===== src/rtl/gise_pkg.sv =====
// shared types, constants and opcode values of the grey-map to sketch encoder
package gise_pkg;

    localparam int DIM_BITS = 16;

    typedef enum logic [2:0] {
        PH_MAGIC  = 3'd0,
        PH_WIDTH  = 3'd1,
        PH_HEIGHT = 3'd2,
        PH_MAXVAL = 3'd3,
        PH_PIXELS = 3'd4
    } t_phase;

    typedef enum logic [3:0] {
        ST_COLOR0   = 4'd0,
        ST_COLOR1   = 4'd1,
        ST_COLOR2   = 4'd2,
        ST_COLOR3   = 4'd3,
        ST_COLOR4   = 4'd4,
        ST_COLOR5   = 4'd5,
        ST_COLOR6   = 4'd6,
        ST_MOVE0    = 4'd7,
        ST_MOVE1    = 4'd8,
        ST_ROW0     = 4'd9,
        ST_ROW1     = 4'd10,
        ST_ROW2     = 4'd11,
        ST_ROW3     = 4'd12,
        ST_ROW4     = 4'd13,
        ST_ROW5     = 4'd14
    } t_step;

    localparam logic [7:0] MAGIC_COUNT = 8'd3;
    localparam logic [7:0] CH_SPACE    = 8'd32;
    localparam logic [7:0] CH_LF       = 8'd10;
    localparam logic [7:0] CH_CR       = 8'd13;
    localparam logic [7:0] CH_TAB      = 8'd9;
    localparam logic [7:0] CH_ZERO     = 8'd48;
    localparam int         MAX_LEVELS  = 256;

    localparam logic [7:0] OP_COLOR_FULL = 8'hff;
    localparam logic [7:0] OP_COLOR_SET  = 8'h83;
    localparam logic [7:0] OP_STEP_A     = 8'h01;
    localparam logic [7:0] OP_STEP_B     = 8'h40;
    localparam logic [7:0] OP_ROW_A      = 8'h80;
    localparam logic [7:0] OP_ROW_B      = 8'h01;
    localparam logic [7:0] OP_ROW_C      = 8'h81;
    localparam logic [7:0] OP_ROW_D      = 8'h41;
    localparam logic [7:0] OP_ROW_E      = 8'hc0;
    localparam logic [7:0] OP_ROW_F      = 8'h84;

    typedef struct packed {
        logic [7:0] pixel;
        logic       color;
        logic       row_end;
    } t_run;

endpackage


===== src/rtl/gise_if.sv =====
// valid/ready channel interfaces for input bytes and sketch opcode bytes
interface gise_in_if;
    logic       valid;
    logic       ready;
    logic [7:0] in_byte;

    modport source (output valid, output in_byte, input ready);
    modport sink (input valid, input in_byte, output ready);
endinterface

interface gise_out_if;
    logic       valid;
    logic       ready;
    logic [7:0] out_byte;
    logic       last_of_run;

    modport source (output valid, output out_byte, output last_of_run, input ready);
    modport sink (input valid, input out_byte, input last_of_run, output ready);
endinterface


===== src/rtl/gise_parser.sv =====
// header parser and per-pixel run decision with the encoder state
module gise_parser (
    input  logic          i_clk,
    input  logic          i_rst_n,
    input  logic          i_take,
    input  logic [7:0]    i_byte,
    output logic          o_push,
    output gise_pkg::t_run o_run
);
    import gise_pkg::*;

    localparam int AW = DIM_BITS + 6;

    t_phase                r_phase, n_phase;
    logic [1:0]            r_skip, n_skip;
    logic [DIM_BITS-1:0]   r_width, n_width;
    logic [DIM_BITS-1:0]   r_height, n_height;
    logic [DIM_BITS-1:0]   r_max, n_max;
    logic [7:0]            r_prev, n_prev;
    logic [DIM_BITS-1:0]   r_col, n_col;

    logic                  delim;
    logic                  levels_ok;
    logic                  row_end;
    logic [DIM_BITS-1:0]   acc_src;
    logic [DIM_BITS-1:0]   acc_res;

    function automatic logic [DIM_BITS-1:0] accumulate(input logic [DIM_BITS-1:0] acc,
                                                      input logic [7:0] b);
        logic [AW-1:0] p;
        logic [AW-1:0] q;
        p = (AW'(acc) << 3) + (AW'(acc) << 1) + AW'(b);
        q = p - AW'(CH_ZERO);
        if (p < AW'(CH_ZERO))
            return '0;
        else if (|q[AW-1:DIM_BITS])
            return '1;
        else
            return q[DIM_BITS-1:0];
    endfunction

    assign delim     = (i_byte == CH_SPACE) || (i_byte == CH_LF) ||
                       (i_byte == CH_CR) || (i_byte == CH_TAB);
    assign levels_ok = 33'(r_max) < 33'(MAX_LEVELS);
    assign row_end   = (r_width != '0) && (r_col == r_width - 1'b1);

    always_comb begin
        unique case (r_phase)
            PH_WIDTH:  acc_src = r_width;
            PH_HEIGHT: acc_src = r_height;
            default:   acc_src = r_max;
        endcase
    end

    assign acc_res = accumulate(acc_src, i_byte);

    always_comb begin
        n_phase  = r_phase;
        n_skip   = r_skip;
        n_width  = r_width;
        n_height = r_height;
        n_max    = r_max;
        n_prev   = r_prev;
        n_col    = r_col;
        o_push   = 1'b0;
        if (i_take) begin
            unique case (r_phase)
                PH_MAGIC: begin
                    if (8'(r_skip) + 8'd1 >= MAGIC_COUNT) begin
                        n_skip  = '0;
                        n_phase = PH_WIDTH;
                    end else begin
                        n_skip = r_skip + 2'd1;
                    end
                end
                PH_WIDTH: begin
                    if (delim) n_phase = PH_HEIGHT;
                    else       n_width = acc_res;
                end
                PH_HEIGHT: begin
                    if (delim) n_phase  = PH_MAXVAL;
                    else       n_height = acc_res;
                end
                PH_MAXVAL: begin
                    if (delim) begin
                        n_prev  = i_byte;
                        n_phase = PH_PIXELS;
                    end else begin
                        n_max = acc_res;
                    end
                end
                default: begin
                    if (levels_ok) begin
                        o_push = 1'b1;
                        n_prev = i_byte;
                        if (r_width != '0)
                            n_col = row_end ? '0 : r_col + 1'b1;
                    end
                end
            endcase
        end
    end

    assign o_run.pixel   = i_byte;
    assign o_run.color   = i_byte != r_prev;
    assign o_run.row_end = row_end;

    always_ff @(posedge i_clk) begin
        if (!i_rst_n) begin
            r_phase  <= PH_MAGIC;
            r_skip   <= '0;
            r_width  <= '0;
            r_height <= '0;
            r_max    <= '0;
            r_prev   <= '0;
            r_col    <= '0;
        end else begin
            r_phase  <= n_phase;
            r_skip   <= n_skip;
            r_width  <= n_width;
            r_height <= n_height;
            r_max    <= n_max;
            r_prev   <= n_prev;
            r_col    <= n_col;
        end
    end

endmodule


===== src/rtl/gise_emitter.sv =====
// run register, opcode sequencer and output register
module gise_emitter (
    input  logic            i_clk,
    input  logic            i_rst_n,
    input  logic            i_push,
    input  gise_pkg::t_run  i_run,
    output logic            o_run_ready,
    input  logic            i_out_ready,
    output logic            o_out_valid,
    output logic [7:0]      o_out_byte,
    output logic            o_out_last
);
    import gise_pkg::*;

    logic       r_run_valid;
    t_run       r_run;
    t_step      r_step;
    logic       r_out_valid;
    logic [7:0] r_out_byte;
    logic       r_out_last;

    logic       out_free;
    logic       advance;
    logic       at_end;
    t_step      end_step;

    function automatic logic [7:0] step_byte(input t_step s, input logic [7:0] b);
        unique case (s)
            ST_COLOR0: return {6'b110000, b[7:6]};
            ST_COLOR1: return {2'b11, b[5:0]};
            ST_COLOR2: return {2'b11, b[7:2]};
            ST_COLOR3: return {2'b11, b[1:0], b[7:4]};
            ST_COLOR4: return {2'b11, b[3:0], 2'b11};
            ST_COLOR5: return OP_COLOR_FULL;
            ST_COLOR6: return OP_COLOR_SET;
            ST_MOVE0:  return OP_STEP_A;
            ST_MOVE1:  return OP_STEP_B;
            ST_ROW0:   return OP_ROW_A;
            ST_ROW1:   return OP_ROW_B;
            ST_ROW2:   return OP_ROW_C;
            ST_ROW3:   return OP_ROW_D;
            ST_ROW4:   return OP_ROW_E;
            ST_ROW5:   return OP_ROW_F;
            default:   return '0;
        endcase
    endfunction

    assign end_step    = r_run.row_end ? ST_ROW5 : ST_MOVE1;
    assign out_free    = !r_out_valid || i_out_ready;
    assign advance     = r_run_valid && out_free;
    assign at_end      = r_step == end_step;
    assign o_run_ready = !r_run_valid || (advance && at_end);

    always_ff @(posedge i_clk) begin
        if (!i_rst_n) begin
            r_run_valid <= 1'b0;
        end else if (i_push) begin
            r_run_valid <= 1'b1;
        end else if (advance && at_end) begin
            r_run_valid <= 1'b0;
        end
    end

    always_ff @(posedge i_clk) begin
        if (i_push) begin
            r_run  <= i_run;
            r_step <= i_run.color ? ST_COLOR0 : ST_MOVE0;
        end else if (advance && !at_end) begin
            r_step <= t_step'(4'(r_step) + 4'd1);
        end
    end

    always_ff @(posedge i_clk) begin
        if (!i_rst_n) begin
            r_out_valid <= 1'b0;
        end else if (out_free) begin
            r_out_valid <= r_run_valid;
        end
    end

    always_ff @(posedge i_clk) begin
        if (advance) begin
            r_out_byte <= step_byte(r_step, r_run.pixel);
            r_out_last <= at_end;
        end
    end

    assign o_out_valid = r_out_valid;
    assign o_out_byte  = r_out_byte;
    assign o_out_last  = r_out_last;

endmodule


===== src/rtl/gray_image_to_sketch_encoder.sv =====
// top level of the grey-map to sketch opcode encoder
//   channel | dir | payload               | transfer when
//   i_in    | in  | in_byte[7:0]          | valid && ready
//   o_out   | out | out_byte, last_of_run | valid && ready
// header bytes cause no output; a pixel gives 2, 8, 9 or 15 opcode bytes (none when
// the max value is 256 or more), one per cycle while the output is not stalled
// a pixel run is held in one run register and walked by a 4-bit step counter; the next
// pixel is taken in the cycle its predecessor's last byte enters the output register
// synchronous active-low reset returns the parser to the magic bytes
// an output stall holds the output register and, behind it, the input
module gray_image_to_sketch_encoder (
    input  logic    i_clk,
    input  logic    i_rst_n,
    gise_in_if.sink     i_in,
    gise_out_if.source  o_out
);
    import gise_pkg::*;

    logic run_ready;
    logic push;
    t_run run;

    assign i_in.ready = run_ready;

    gise_parser u_parser (
        .i_clk   (i_clk),
        .i_rst_n (i_rst_n),
        .i_take  (i_in.valid && run_ready),
        .i_byte  (i_in.in_byte),
        .o_push  (push),
        .o_run   (run)
    );

    gise_emitter u_emitter (
        .i_clk       (i_clk),
        .i_rst_n     (i_rst_n),
        .i_push      (push),
        .i_run       (run),
        .o_run_ready (run_ready),
        .i_out_ready (o_out.ready),
        .o_out_valid (o_out.valid),
        .o_out_byte  (o_out.out_byte),
        .o_out_last  (o_out.last_of_run)
    );

endmodule


===== src/flat_wrapper.sv =====
// flat-port wrapper written by rule: the top's interface ports become plain ports
module gray_image_to_sketch_encoder_flat import gise_pkg::*;
  (i_clk, i_rst_n, i_in_valid, i_in_in_byte, i_in_ready, o_out_valid, o_out_out_byte, o_out_last_of_run, o_out_ready);
  gise_in_if i_in_i ();
  gise_out_if o_out_i ();
  input  logic i_clk;
  input  logic i_rst_n;
  input wire logic [$bits(i_in_i.valid)-1:0] i_in_valid;
  input wire logic [$bits(i_in_i.in_byte)-1:0] i_in_in_byte;
  output wire logic [$bits(i_in_i.ready)-1:0] i_in_ready;
  output wire logic [$bits(o_out_i.valid)-1:0] o_out_valid;
  output wire logic [$bits(o_out_i.out_byte)-1:0] o_out_out_byte;
  output wire logic [$bits(o_out_i.last_of_run)-1:0] o_out_last_of_run;
  input wire logic [$bits(o_out_i.ready)-1:0] o_out_ready;
  assign i_in_i.valid = i_in_valid;
  assign i_in_i.in_byte = i_in_in_byte;
  assign i_in_ready = i_in_i.ready;
  assign o_out_valid = o_out_i.valid;
  assign o_out_out_byte = o_out_i.out_byte;
  assign o_out_last_of_run = o_out_i.last_of_run;
  assign o_out_i.ready = o_out_ready;
  gray_image_to_sketch_encoder u_core (.i_clk(i_clk), .i_rst_n(i_rst_n), .i_in(i_in_i), .o_out(o_out_i));
endmodule

===== config.mk =====
export PLATFORM = sky130hd
export DESIGN_NAME = gray_image_to_sketch_encoder_flat
export DESIGN_NICKNAME = d
export VERILOG_FILES = /design/src/rtl/gise_pkg.sv /design/src/rtl/gise_if.sv /design/src/rtl/gise_parser.sv /design/src/rtl/gise_emitter.sv /design/src/rtl/gray_image_to_sketch_encoder.sv /design/src/flat_wrapper.sv
export SDC_FILE = /design/constraint.sdc
export NUM_CORES = 1
export LEC_CHECK = 0
export BUFFER_PORTS_ARGS = -buffer_cell sky130_fd_sc_hd__buf_2
export CORE_ASPECT_RATIO = 0.8
export CORE_UTILIZATION = 50
export DETAILED_ROUTE_END_ITERATION = 12
export PLACE_DENSITY_LB_ADDON = 0.25
export SYNTH_ARGS = -nofsm -noshare
export SYNTH_HDL_FRONTEND = slang
export SYNTH_HIERARCHICAL = 1
export SYNTH_SLANG_ARGS = --single-unit

===== constraint.sdc =====
create_clock -name i_clk -period 5.3 [get_ports i_clk]
set_input_delay 1.06 -clock i_clk [delete_from_list [all_inputs] [get_ports i_clk]]
set_output_delay 1.06 -clock i_clk [all_outputs]
set_load 0.05 [all_outputs]

**After elaboration in Yosys (flattened, before gate mapping)**

Cells that the tools add are included.

- $add $sub $neg: 8
- Magnitude comparators: 3
- Equality and inequality tests: 28
- Multiplexer cells: 23
- Bitwise gates (word level): 3
- Reduce and logical (&&, ||, !) cells: 31

Operators by type and width:

| cell | count |
|---|---|
| case mux 8 bit (14 select lines) | 1 |
| two-way mux 16 bit | 3 |
| case mux 16 bit (2 select lines) | 1 |
| equality test 4 bit, second input constant | 7 |
| equality test 8 x 4 -> 1 bit, second input constant | 3 |
| subtractor 21 x 6 -> 22 bit, second input constant | 1 |
| adder 20 x 8 -> 21 bit | 1 |
| less-than comparator 21 x 6 -> 1 bit, second input constant | 1 |
| adder 19 x 17 -> 20 bit | 1 |
| two-way mux 3 bit | 6 |
| adder 16 x 1 -> 16 bit, second input constant | 1 |
| equality test 16 bit | 1 |
| equality test 4 x 3 -> 1 bit, second input constant | 4 |
| less-than comparator 16 x 9 -> 1 bit, second input constant | 1 |
| two-way mux 8 bit | 2 |
| case mux 8 bit (2 select lines) | 1 |
| nonzero test 16 bit | 1 |
| subtractor 16 x 1 -> 16 bit, second input constant | 1 |
| case mux 3 bit (4 select lines) | 1 |
| AND reduction 3 bit | 3 |
| equality test 4 x 2 -> 1 bit, second input constant | 2 |
| equality test 8 x 6 -> 1 bit, second input constant | 1 |
| two-way mux 4 bit | 2 |
| inequality test 2 bit, second input constant | 4 |
| 26 further kinds | 46 |

- Register bits after elaboration: 101
- Input port bits: 12
- Output and inout bits: 11
- Word-level logic and storage cells: 110

**Logic depth before layout (Yosys ltp)**

- Word-level depth: 8
- Depth in mapped cells: 22
- Mapped depth without buffers: 19

**By module**

The synthesis kept the hierarchy.

By module, submodules not included:

| module | times used | cells each | area each (um^2) | seq. area each (um^2) |
|---|---|---|---|---|
| gise_parser | 1 | 690 | 5669.2 | 1541.5 |
| gise_emitter | 1 | 100 | 1186.1 | 700.7 |
| gray_image_to_sketch_encoder | 1 | 1 | 6.3 | 0.0 |

**Least setup slack after synthesis**

OpenSTA, ideal clock, no wires.

- Kind: register -> register
- Start: register u_core.u_parser.r_phase[0]
- End: register u_core.u_parser.r_height[10]
- Setup time: 122 ps
- Arrival: 4511 ps
- Required time: 5178 ps
- Slack: 666 ps
- Stages on the path, launching flop included: 19
- Buffers on the path: 4
- Clock period less this slack: 4634 ps
- Cell sequence: dfxtp_1 -> nor3b_2 -> buf_2 -> clkbuf_1 -> a22oi_1 -> nand2_1 -> fa_1 -> ha_1 -> o211ai_1 -> a21oi_1 -> or3_1 -> a221oi_2 -> nand4b_1 -> or2_2 -> buf_2 -> o211a_4 -> buf_6 -> a22oi_1 -> o21ai_1

- Cells in the longest elaborated chain, start to end: 8
- Elaborated cells on any way between the ends: 11
- Classes of those cells: add/sub (3); order compare (1); eq/ne (2); mux (3); reduce/logical (2)

Ends and longest elaborated chain:

| item | line | RTL |
|---|---|---|
| start: declaration | gise_parser.sv:14 | `t_phase r_phase, n_phase;` |
| start signal: assignment | gise_parser.sv:118 | `r_phase <= n_phase;` |
| equality test 3 x 2 -> 1 bit / equality test 3 x 1 -> 1 bit (equally long branches) | gise_parser.sv:48, gise_parser.sv:67 |  |
| case mux 16 bit (2 select lines) | gise_parser.sv:48 | `unique case (r_phase)` |
| adder 19 x 17 -> 20 bit | gise_parser.sv:32 | `p = (AW'(acc) << 3) + (AW'(acc) << 1) + AW'(b);` |
| adder 20 x 8 -> 21 bit | gise_parser.sv:32 |  |
| subtractor 21 x 6 -> 22 bit | gise_parser.sv:33 | `q = p - AW'(CH_ZERO);` |
| OR reduction 6 bit | gise_parser.sv:36 | `else if (\|q[AW-1:DIM_BITS])` |
| two-way mux 16 bit | gise_parser.sv:36 |  |
| two-way mux 16 bit | gise_parser.sv:34 | `if (p < AW'(CH_ZERO))` |
| end signal: assignment | gise_parser.sv:121 | `r_height <= n_height;` |
| end: declaration | gise_parser.sv:17 | `logic [DIM_BITS-1:0] r_height, n_height;` |

Parallel ways exist; a longest one is shown, timed or not.
A chain may end at the register's enable or synchronous reset.

**Worst setup path after layout**

- Start: register u_core.u_parser.r_phase[1]
- End: register u_core.u_parser.r_width[4]

- Cells in the longest elaborated chain, start to end: 8
- Elaborated cells on any way between the ends: 11
- Classes of those cells: add/sub (3); order compare (1); eq/ne (2); mux (3); reduce/logical (2)

Ends and longest elaborated chain:

| item | line | RTL |
|---|---|---|
| equality test 3 x 2 -> 1 bit / equality test 3 x 1 -> 1 bit (equally long branches) | gise_parser.sv:48, gise_parser.sv:67 |  |
| case mux 16 bit (2 select lines) | gise_parser.sv:48 |  |
| adder 19 x 17 -> 20 bit | gise_parser.sv:32 |  |
| adder 20 x 8 -> 21 bit | gise_parser.sv:32 |  |
| subtractor 21 x 6 -> 22 bit | gise_parser.sv:33 |  |
| OR reduction 6 bit | gise_parser.sv:36 |  |
| two-way mux 16 bit | gise_parser.sv:36 |  |
| two-way mux 16 bit | gise_parser.sv:34 |  |
| end signal: assignment | gise_parser.sv:120 | `r_width <= n_width;` |
| end: declaration | gise_parser.sv:16 | `logic [DIM_BITS-1:0] r_width, n_width;` |

Parallel ways exist; a longest one is shown, timed or not.

==> flow_summary.toml <==
[grt]
track_usage = 0.2424
largest_net_degree_at_the_start_of_global_routing = 49
gr-total-overflow = 0
initial_antenna_violation_count = 0
grt_pass1_vias = 5643
grt_pass1_wl_um = 27640

[place]
routabilityCongestion = 0.9466
post-place-ws_ps = 234.6
dp_hpwl_um = 12680
dpl_cell_area_um2 = 7043
port_buffers = 22

[routing]
wire_per_inst_um = 17.19
remaining_drc_errors = 0
drt_iter0_markers = 458
totalWireLength_um = 16710
detail_route.vias_per_cell = 6.181
dr.pass1.iters = 6
via_count = 6008
route.antenna.remaining_nets = 0

[yosys]
synth_cells = 791
synth-main-ff-cell = "sky130_fd_sc_hd__dfxtp_1"
netlist_area_um2 = 6862
ys.warnings.count = 6
synth_cell_types = 75
synth_register_bits = 101
synth_fp_nets = 843
yosysSeqAreaShare = 0.3268
synthArstFlopShare = 0
synth_area_per_cell_um2 = 8.675
synth_enable_flop_cells = 22

[min_path]
min_path_cells = 2
min-delay-start = "u_core/u_parser/r_height[7]"
hold-path-endpoint = "u_core/u_parser/r_height[7]"
hp-class = "flip-flop to flip-flop"

[cells_and_area]
synthToLayoutAreaGrowth_pct = 7.257
fillers = 1147
finalInstanceArea_um2 = 7360
sequential_cell_area_um2 = 2242
fin_nets = 844
number_of_diodes_added_for_antenna_fixing = 0
multi_input_comb_area_um2 = 4263
layout_cell_share_with_drive_strength_beyond_1 = 0.1054
layout.cells.most_common_list = "sky130_fd_sc_hd__dfxtp_1, sky130_fd_sc_hd__nor2_1, sky130_fd_sc_hd__a22oi_1"
layout_commonest_cell = "sky130_fd_sc_hd__dfxtp_1"

[clock_network]
maximum_root_to_sink_buffer_count = 2
cts_tree = "yes"
clock_sink_count = 101
clock-root-buffer = "sky130_fd_sc_hd__clkbuf_16"
cts_setup_buffers = 0
clk_latency_ps = 340
cts_made_buffers = 9
ctsHtreeMaxLevel = 3
cts_hold_repair.buffers = 0
clk_pin_slew_ps = 70

[worst_setup_path]
worstPathCellList = "nor3b_2, nor2_1, and2_1, a221o_1, inv_1, fa_1, fa_1, nand2b_1, a21oi_1, o21ai_0, a221oi_2, nand2_1, or4_1, o211ai_1, o211a_1, buf_12, o21ai_1"
start_kind = "flip-flop"
critPathMostFrequentCell = "sky130_fd_sc_hd__fa_1"
worst-setup-path-type = "flip-flop to flip-flop"
timing.critical_path.slowest_cell_delay_ps = 500
critical_path.reg2reg.endpoint = "u_core/u_parser/r_width[4]"
worst_path_max_delay_cell = "sky130_fd_sc_hd__fa_1"
crit_required_ps = 5520
worst-r2r-setup-slack_ps = 270
endpoint_kind = "flip-flop"
worst-endpoint-arrival_ps = 5250
worstReg2RegStart = "u_core/u_parser/r_phase[1]"
worstPathBufferInverterCount = 2
timing.critical_path.max_delay_family = "compound AO/OA/AOI/OAI gates"
rr_worst_depth = 17
crit_fanout = 48

[floorplan]
initial_core_util = 0.5237
floorplan.die_area_um2 = 14200
io-pin-count = 23
die_width_um = 133.0
die_h_um = 106.8
core_um2 = 13100
row_count = 37

[timing]
finalWorstSetupSlack_ps = 265.3
finalMaxSlewViolations = 0
hold_slack_ps = 487.7
rsz0062_at_grt = "no"
achievable-frequency_mhz = 198.6
report.final.setup_viol = 0
fin_crit_ps = 5035
totalNegativeSetupSlack_ps = 0
skew_ps = 7.237
worstMarginPinSlew_ps = 939.7
slew_headroom = 0.3693
timing.final.hold_violations = 0
final_min_period_over_clock_period = 0.9499

[status]
run_status = "completed"

[pwr]
ir_drop_v = 0.0001656
power-per-cell-area_nw_per_um2 = 214.3
power.total_mw = 1.577
p_leak_nw = 2.997

[run]
max-cap-violations = 0
[per-layer routing]
metal,share of wire,global-route usage
met4,0.0093,0.05337
met1,0.46,0.3274
met3,0.066,0.05059
met5,0,0
met2,0.47,0.3979
[cells by family (layout without fill, tap and decap cells)]
group	count (synthesis)	after routing	synth area share
AO/OA/AOI/OAI	257	257	0.2597
buffers and inverters	73	79	0.05507
multiplexers	15	15	0.02206
XOR/XNOR	65	65	0.08297
flip-flops	101	101	0.3268
AND/OR/NAND/NOR	240	240	0.1762
adder cells (fa/ha/maj)	40	40	0.07732
[stage by stage]
step | utilization | instances
after detailed placement | 0.5376 | 956
after global routing | 0.5617 | 972
after CTS | 0.5601 | 972
after floorplan | - | 791
final | 0.5617 | 972
after global placement | 0.5376 | 956
[how the worst max path moves through the flow]
stage | start | to | slack (ps) | cells after the start
5_1_grt | u_core/u_parser/r_phase[0] | u_core/u_parser/r_width[4] | 20 | 17
3_5_place_dp | u_core/u_parser/r_phase[1] | u_core/u_parser/r_width[12] | 230 | 15
4_1_cts | u_core/u_parser/r_phase[1] | u_core/u_parser/r_width[12] | 180 | 15
3_3_place_gp | u_core/u_parser/r_phase[1] | u_core/u_parser/r_width[12] | 350 | 15
6_report | u_core/u_parser/r_phase[1] | u_core/u_parser/r_width[4] | 270 | 17
2_1_floorplan | u_core/u_parser/r_phase[0] | u_core/u_parser/r_height[10] | 670 | 18
[final cells by class]
class / count / area share
inverter: 24 / 0.01224
timing repair buffer: 39 / 0.03400
clock buffer: 10 / 0.03400
tap: 175 / 0.02975
sequential: 101 / 0.3047
multi-input combinational: 617 / 0.5792
clock inverter: 6 / 0.006120
[what timing repair did]
item                                   CTS  global route
setup endpoints to repair                0            48
gates resized for setup                  0             2
endpoints found under the hold margin    0             0
[worst reg2reg max path: stages, from the launching register on]
cell	delay, ps
sky130_fd_sc_hd__dfxtp_1	470
sky130_fd_sc_hd__nor3b_2	260
sky130_fd_sc_hd__nor2_1	110
sky130_fd_sc_hd__and2_1	160
sky130_fd_sc_hd__a221o_1	290
sky130_fd_sc_hd__inv_1	80
sky130_fd_sc_hd__fa_1	450
sky130_fd_sc_hd__fa_1	500
sky130_fd_sc_hd__nand2b_1	210
sky130_fd_sc_hd__a21oi_1	300
sky130_fd_sc_hd__o21ai_0	180
sky130_fd_sc_hd__a221oi_2	470
sky130_fd_sc_hd__nand2_1	170
sky130_fd_sc_hd__or4_1	480
sky130_fd_sc_hd__o211ai_1	210
sky130_fd_sc_hd__o211a_1	220
sky130_fd_sc_hd__buf_12	230
sky130_fd_sc_hd__o21ai_1	140
[Yosys cell counts, types with 5 or more instances]
cell | number | area (um2)
sky130_fd_sc_hd__inv_1 | 22 | 82.58
sky130_fd_sc_hd__and3_1 | 7 | 43.79
sky130_fd_sc_hd__buf_4 | 10 | 75.07
sky130_fd_sc_hd__buf_2 | 11 | 55.05
sky130_fd_sc_hd__o21ai_0 | 19 | 95.09
sky130_fd_sc_hd__o211ai_2 | 5 | 62.56
sky130_fd_sc_hd__xor2_1 | 32 | 280.3
sky130_fd_sc_hd__a22oi_1 | 63 | 473.0
sky130_fd_sc_hd__nand2_1 | 60 | 225.2
sky130_fd_sc_hd__nand2b_1 | 8 | 50.05
sky130_fd_sc_hd__nor4_1 | 8 | 50.05
sky130_fd_sc_hd__a21oi_1 | 41 | 205.2
sky130_fd_sc_hd__nand4_1 | 11 | 68.82
sky130_fd_sc_hd__buf_6 | 7 | 78.83
sky130_fd_sc_hd__dfxtp_1 | 79 | 1582
sky130_fd_sc_hd__nor2_1 | 64 | 240.2
sky130_fd_sc_hd__a211oi_1 | 6 | 45.04
sky130_fd_sc_hd__mux2i_1 | 14 | 140.1
sky130_fd_sc_hd__a21o_1 | 13 | 97.59
sky130_fd_sc_hd__o21ai_1 | 56 | 280.3
sky130_fd_sc_hd__or4_1 | 5 | 37.54
sky130_fd_sc_hd__nor2b_1 | 8 | 50.05
sky130_fd_sc_hd__and2_1 | 10 | 62.56
sky130_fd_sc_hd__clkbuf_1 | 21 | 78.83
sky130_fd_sc_hd__nor3_1 | 24 | 120.1
sky130_fd_sc_hd__xnor2_1 | 33 | 289.0
sky130_fd_sc_hd__o21a_1 | 5 | 37.54
sky130_fd_sc_hd__nand3_1 | 12 | 60.06
sky130_fd_sc_hd__edfxtp_1 | 22 | 660.6
sky130_fd_sc_hd__ha_1 | 36 | 450.4
[flip-flops by register name, summed over array words and instances (netlist names), 2 cells and up]
register and count:
u_core/u_emitter/r_run 9, u_core/u_parser/r_width 16, u_core/u_parser/r_max 16, u_core/u_emitter/o_out_byte 8, u_core/u_emitter/r_step 4, u_core/u_parser/r_col 16
u_core/u_parser/r_skip 2, u_core/u_parser/r_phase 3, u_core/u_parser/r_prev 8, u_core/u_parser/r_height 16
[report_power, final]
group          internal (mW)  total (mW)  leakage [nW]  switching [mW]
Sequential             0.786       0.792         0.837         0.00566
Clock                  0.349       0.640         0.138           0.291
Combinational         0.0511       0.145          2.02          0.0942
Power figures use the tool's default switching activity.
